===== config.mk =====
export PLATFORM = sky130hd
export DESIGN_NAME = nlct_ctrl
export DESIGN_NICKNAME = d
export VERILOG_FILES = /design/src/hw/rtl/nlct_pkg.sv /design/src/hw/rtl/nlct_ctrl.sv
export VERILOG_INCLUDE_DIRS = /design/src /design/src/hw/rtl
export SDC_FILE = /design/constraint.sdc
export NUM_CORES = 1
export LEC_CHECK = 0
export BUFFER_PORTS_ARGS = -buffer_cell sky130_fd_sc_hd__buf_2
export CORE_AREA = 2 2 39 41
export DETAILED_ROUTE_END_ITERATION = 10
export DIE_AREA = 0 0 41 43
export HOLD_SLACK_MARGIN = 0.03
export PLACE_DENSITY = 0.37
export SLEW_MARGIN = 15
export SYNTH_ARGS = -nofsm -noshare
export SYNTH_HDL_FRONTEND = slang
export SYNTH_SLANG_ARGS = --single-unit

===== constraint.sdc =====
create_clock -name clk -period 1 [get_ports clk]
set_clock_uncertainty 0.15 [all_clocks]
set_input_delay 0 -clock clk [delete_from_list [all_inputs] [get_ports clk]]
set_output_delay 0 -clock clk [all_outputs]
set_load 0.05 [all_outputs]

===== src/hw/rtl/novelty_lowest_cost_table_top_macros.svh =====
// Assertion macros shared by the novelty table RTL.
`ifndef NOVELTY_LOWEST_COST_TABLE_TOP_MACROS_SVH
`define NOVELTY_LOWEST_COST_TABLE_TOP_MACROS_SVH
`ifndef SYNTHESIS
`define NLCT_ASSERT(lbl, prop) \
  lbl: assert property (@(posedge clk) disable iff (rst) prop) \
    else $error("nlct assertion failed");
`define NLCT_ASSERT_IN_RESET(lbl, prop) \
  lbl: assert property (@(posedge clk) prop) \
    else $error("nlct assertion failed");
`else
`define NLCT_ASSERT(lbl, prop)
`define NLCT_ASSERT_IN_RESET(lbl, prop)
`endif
`endif


===== src/hw/rtl/nlct_pkg.sv =====
// Types and constants shared by the novelty lowest-cost table.
`timescale 1ns / 1ps
package nlct_pkg;

  localparam int VAR_W   = 6;
  localparam int VALUE_W = 4;
  localparam int COST_W  = 16;
  localparam int COUNT_W = 7;
  localparam int SCORE_W = 8;

  localparam logic [COUNT_W-1:0] COUNT_MAX = 7'd127;

  typedef struct packed {
    logic [VAR_W-1:0]   fact_var;
    logic [VALUE_W-1:0] fact_value;
    logic [COST_W-1:0]  state_cost;
    logic               cost_infinite;
    logic               last_fact;
  } fact_t;

  typedef struct packed {
    logic signed [SCORE_W-1:0] novelty_score;
    logic                      unsolvable;
  } result_t;

  // Commands from the controller to the datapath.
  typedef struct packed {
    logic accept;
    logic update;
    logic clear;
  } cmd_t;

  // Status from the datapath back to the controller.
  typedef struct packed {
    logic clear_last;
    logic last;
  } status_t;

endpackage


===== src/hw/rtl/nlct_ctrl.sv =====
// Controller state machine: clearing pass, idle and lookup sequencing.
`timescale 1ns / 1ps
`include "novelty_lowest_cost_table_top_macros.svh"
module nlct_ctrl (
  input  logic              clk,
  input  logic              rst,
  input  logic              start,
  input  nlct_pkg::status_t status,
  output nlct_pkg::cmd_t    cmd,
  output logic              busy,
  output logic              done
);

  typedef enum logic [1:0] {
    ST_CLEAR,
    ST_IDLE,
    ST_LOOKUP
  } state_t;

  state_t state;

  assign cmd.accept = (state == ST_IDLE) && start;
  assign cmd.update = (state == ST_LOOKUP);
  assign cmd.clear  = (state == ST_CLEAR);

  always_ff @(posedge clk) begin
    if (rst) begin
      state <= ST_CLEAR;
      busy  <= 1'b1;
      done  <= 1'b0;
    end else begin
      done <= 1'b0;
      unique case (state)
        ST_CLEAR: begin
          if (status.clear_last) begin
            state <= ST_IDLE;
            busy  <= 1'b0;
          end
        end
        ST_IDLE: begin
          if (start) begin
            state <= ST_LOOKUP;
            busy  <= 1'b1;
          end
        end
        ST_LOOKUP: begin
          state <= ST_IDLE;
          busy  <= 1'b0;
          done  <= status.last;
        end
        default: begin
          state <= ST_CLEAR;
          busy  <= 1'b1;
        end
      endcase
    end
  end

  `NLCT_ASSERT(a_done_follows_lookup, done |-> $past(state == ST_LOOKUP))
  `NLCT_ASSERT(a_busy_matches_state, busy != (state == ST_IDLE))
  `NLCT_ASSERT_IN_RESET(a_no_done_after_reset, rst |=> !done)

endmodule


### Yosys cells after proc, flatten, opt, wreduce, memory -nomap -nowiden

Index checks and enable logic that the tools add are counted.
W data, S select, Z words.

| word-level totals | value |
|---|---|
| output and inout bits | 5 |
| input port bits | 5 |
| logic and storage cells | 18 |
| register bits after elaboration | 4 |

| cells by class | value |
|---|---|
| bitwise logic cells | 1 |
| mux-type cells | 6 |
| equality and inequality tests | 4 |
| reductions and logical operators | 4 |

Operators with widths:

| cell | count |
|---|---|
| $pmux W2 S3 | 1 |
| $mux W2 | 2 |
| $ne A2 B2 Y1 const B | 2 |
| $pmux W1 S3 | 1 |
| $eq A2 B1 Y1 const B | 1 |
| $eq A2 B2 Y1 const B | 1 |
| $logic_not A2 Y1 | 1 |
| $mux W1 | 2 |
| $reduce_and A2 Y1 | 1 |
| $reduce_or A2 Y1 | 1 |
| $logic_and A1 B1 Y1 | 1 |
| $not A1 Y1 | 1 |

### Depth between registers and ports, before layout

| depth | value |
|---|---|
| word-level depth | 3 |
| mapped depth | 2 |
| depth with buffers taken out | 2 |

### Worst setup path before layout

OpenSTA, ideal clock, no wires.

| timing path | value |
|---|---|
| kind | register -> register |
| start point | reg state[0] |
| end point | reg done |
| slack | -143 ps |
| path buffers | 0 |
| arrival time | 877 ps |
| library setup time | 116 ps |
| stages on the path, launching flop included | 3 |
| path through | dfxtp_1 -> and2b_2 -> and3b_1 |

RTL lines:

| what | line | RTL |
|---|---|---|
| from (decl) | nlct_ctrl.sv:20 | `state_t state;` |
| from (signal assigned) | nlct_ctrl.sv:28 | `state <= ST_CLEAR;` |
| from (signal assigned) | nlct_ctrl.sv:36 | `state <= ST_IDLE;` |
| from (signal assigned) | nlct_ctrl.sv:42 | `state <= ST_LOOKUP;` |
| to (signal assigned) | nlct_ctrl.sv:49 | `done <= status.last;` |
| to (decl) | nlct_ctrl.sv:11 | `output logic done` |

==> impl_metrics.yaml <==
synth:
  synth_area_sq_um: 156
  ys_ff_latch: 4
  yosysTopAreaCellShare_pct: 51.2
  synthTopCellsByArea: "dfxtp_1 51%, and3b_2 6.4%, a2bb2oi_1 5.6%, and2b_2 5.6%, and3b_1 5.6%"
  async_flop_share_pct: 0
  ys_seq_area_share_pct: 51.2
  syn_nets: 20
  synth_flop_cell: "dfxtp_1"
  yosysMostFrequentCell: "dfxtp_1"
  yosysTopAreaCell: "dfxtp_1"
  syn_area_per_cell_sq_um: 10.4
  yosysWarnings: 0
  synthTopCellsByCount: "4 x dfxtp_1, 2 x nor2_1"
  yosysUniqueCellTypes: 11
  synth_edf_count: 0
  syn_inst: 15
sta:
  finalCriticalPeriod_ns: 1.12
  tightest_slew_ns: 0.241
  final-max-slew-violation-count: 0
  grt_setup_unrepaired: "yes"
  max_freq_ghz: 0.891
  finalHoldViolations: 2
  hold_ws_ns: -0.0754
  period_share_pct: 112
  finalWorstSetupSlack_ns: -0.123
  finalSetupViolCount: 5
  max_slew_margin_pct: 83.9
  timing.setup.tns_ns: -0.442
pwr:
  power_density_nw_per_um2: 1560
  power.internal_mw: 0.363
  combPwrFrac_pct: 25.1
  seq_power_share_pct: 35.3
  total_leakage_power_nw: 0.150
  ir_worst_vdd_mv: 0.475
  clkPwrFrac_pct: 39.5
  p_sw_mw: 0.148
  swShare_pct: 28.9
outcome:
  status: "complete, but fails checks"
  violations: "hold timing, setup timing"
drt:
  drt-total-wl_um: 457
  wl_met2_um: 179
  ant_nets: 0
  drt-initial-drc-count: 0
  avgViaCountPerCell: 3.56
  vias: 171
  routed-wl-met3_um: 46
  detail_route.first_pass.iterations: 1
  top_layer_used: "met3"
  wl_per_cell_um: 9.52
  drcViolationCount: 0
  wl_met1_um: 231
clocking:
  cts_hold_buf: 3
  cts-buffers-inserted: 3
  clock_sinks: 4
  h-tree-depth: 1
  postCtsSetupRepairBufs: 0
  insertion_delay_ns: 0.23
  clockRootBuffer: "clkbuf_4"
  clockBufferDepth: 2
  cts_tree: "yes"
  path_clk_slew_ns: 0.04
global_routing:
  grt_pass1_wl_um: 765
  grt_use_total_pct: 6.51
  grt_overflow: 0
  antenna_found_initial: 0
  grt_pass1_vias: 190
  grt_max_degree: 7
hold_path:
  min_path_type: "primary input to flip-flop"
cells_and_area:
  design_area_sq_um: 328
  drive_above_1_share_pct: 65.6
  fillers: 157
  diodes: 0
  fin_nets: 39
  area_growth_pct: 110
floorplanning:
  core_area_sq_um: 1380
  die_h_um: 43
  start_util_pct: 11.3
  row_count: 14
  ioPinCount: 10
  die-width_um: 41
  die_area_sq_um: 1760
placed_design:
  portBuffers: 9
  place.gp.congestion: 0.604
  place_area_sq_um: 244
setup_path:
  end_kind: "output port"
  cp.arrival_ns: 0.97
  critPathMaxFanout: 6
  required_ns: 0.85
  worst-setup-path-type: "flip-flop to output port"
  startpoint_type: "flip-flop"
job:
  drv_cap: 0
registers in the layout, indices dropped and copies added (netlist names):
register and count:
busy 1, done 1, state 2
layer usage:
layer  track usage [%]  vias to the layer above
met1              8.92                       73
met2              7.81                       10
met3              3.14                        0
met4              4.00                        0
li1                  -                       88
met5                 0                        -
cell families (layout without fill, tap and decap cells):
| kind of cell | Yosys count | after routing | share of synthesized area [%] |
|---|---|---|---|
| flops | 4 | 4 | 51.2 |
| simple gates | 7 | 7 | 32.0 |
| compound gates | 4 | 4 | 16.8 |
| buf+inv | 0 | 17 | 0 |
through the flow:
step | hold slack, ns | setup WS (ns) | util, % | cells | total power [mW]
after floorplan | -0.0883 | -0.0886 | - | 15 | 0.251
after global placement | 0.0672 | -0.0327 | 17.6 | 42 | 0.282
after detailed placement | 0.0750 | -0.0378 | 17.6 | 42 | 0.283
after CTS | -0.106 | -0.126 | 23.4 | 48 | 0.523
after global routing | -0.0738 | -0.162 | 23.7 | 48 | 0.543
final | -0.0754 | -0.123 | 23.7 | 48 | 0.511
critical path, stage by stage (launching register included):
cell     delay [ns]
dfxtp_2        0.33
and3b_2        0.25
buf_6          0.16
area by class of cell:
type	count	area [sq um]	area share, %
clock buffers	3	22.5	6.87
multi-input cells	11	88.8	27.1
flip-flops and latches	4	83.8	25.6
well taps	16	20.0	6.11
repair buffers	14	113	34.4
power by group through the flow:
stage | clock, mW | sequential, mW | combinational, mW
final | 0.202 | 0.180 | 0.128
after global routing | 0.227 | 0.181 | 0.135
after CTS | 0.218 | 0.180 | 0.126
after detailed placement | 0 | 0.182 | 0.101
after global placement | 0 | 0.182 | 0.100
after floorplan | 0 | 0.201 | 0.0504
final timing paths:
path / depth (start not counted) / startpoint / to / slack (ns)
worst max-delay path: 2 / state[1]$_SDFFE_PP0P_ / cmd[2] / -0.12
worst min-delay path: 3 / start / state[0]$_SDFFE_PP0P_ / -0.08
worst max register to register: 2 / state[0]$_SDFFE_PP0P_ / state[0]$_SDFFE_PP0P_ / -0.08
worst min register to register: 2 / busy$_SDFFE_PP1P_ / busy$_SDFFE_PP1P_ / 0.34
what timing repair did:
| item | 4_1_cts | 5_1_grt |
|---|---|---|
| gates resized for setup | 8 | 1 |
| endpoints found under the hold margin | 4 | 2 |
| endpoints found under the setup margin | 4 | 6 |
cell usage in the layout, fill, tap and decap left out, types with 2 or more instances in the layout:
| cell | count |
|---|---|
| buf_6 | 2 |
| dfxtp_2 | 3 |
| buf_4 | 2 |
| dlygate4sd3_1 | 3 |
| clkbuf_4 | 3 |
| buf_2 | 6 |
Note: power is estimated with default switching activity, not from simulation.
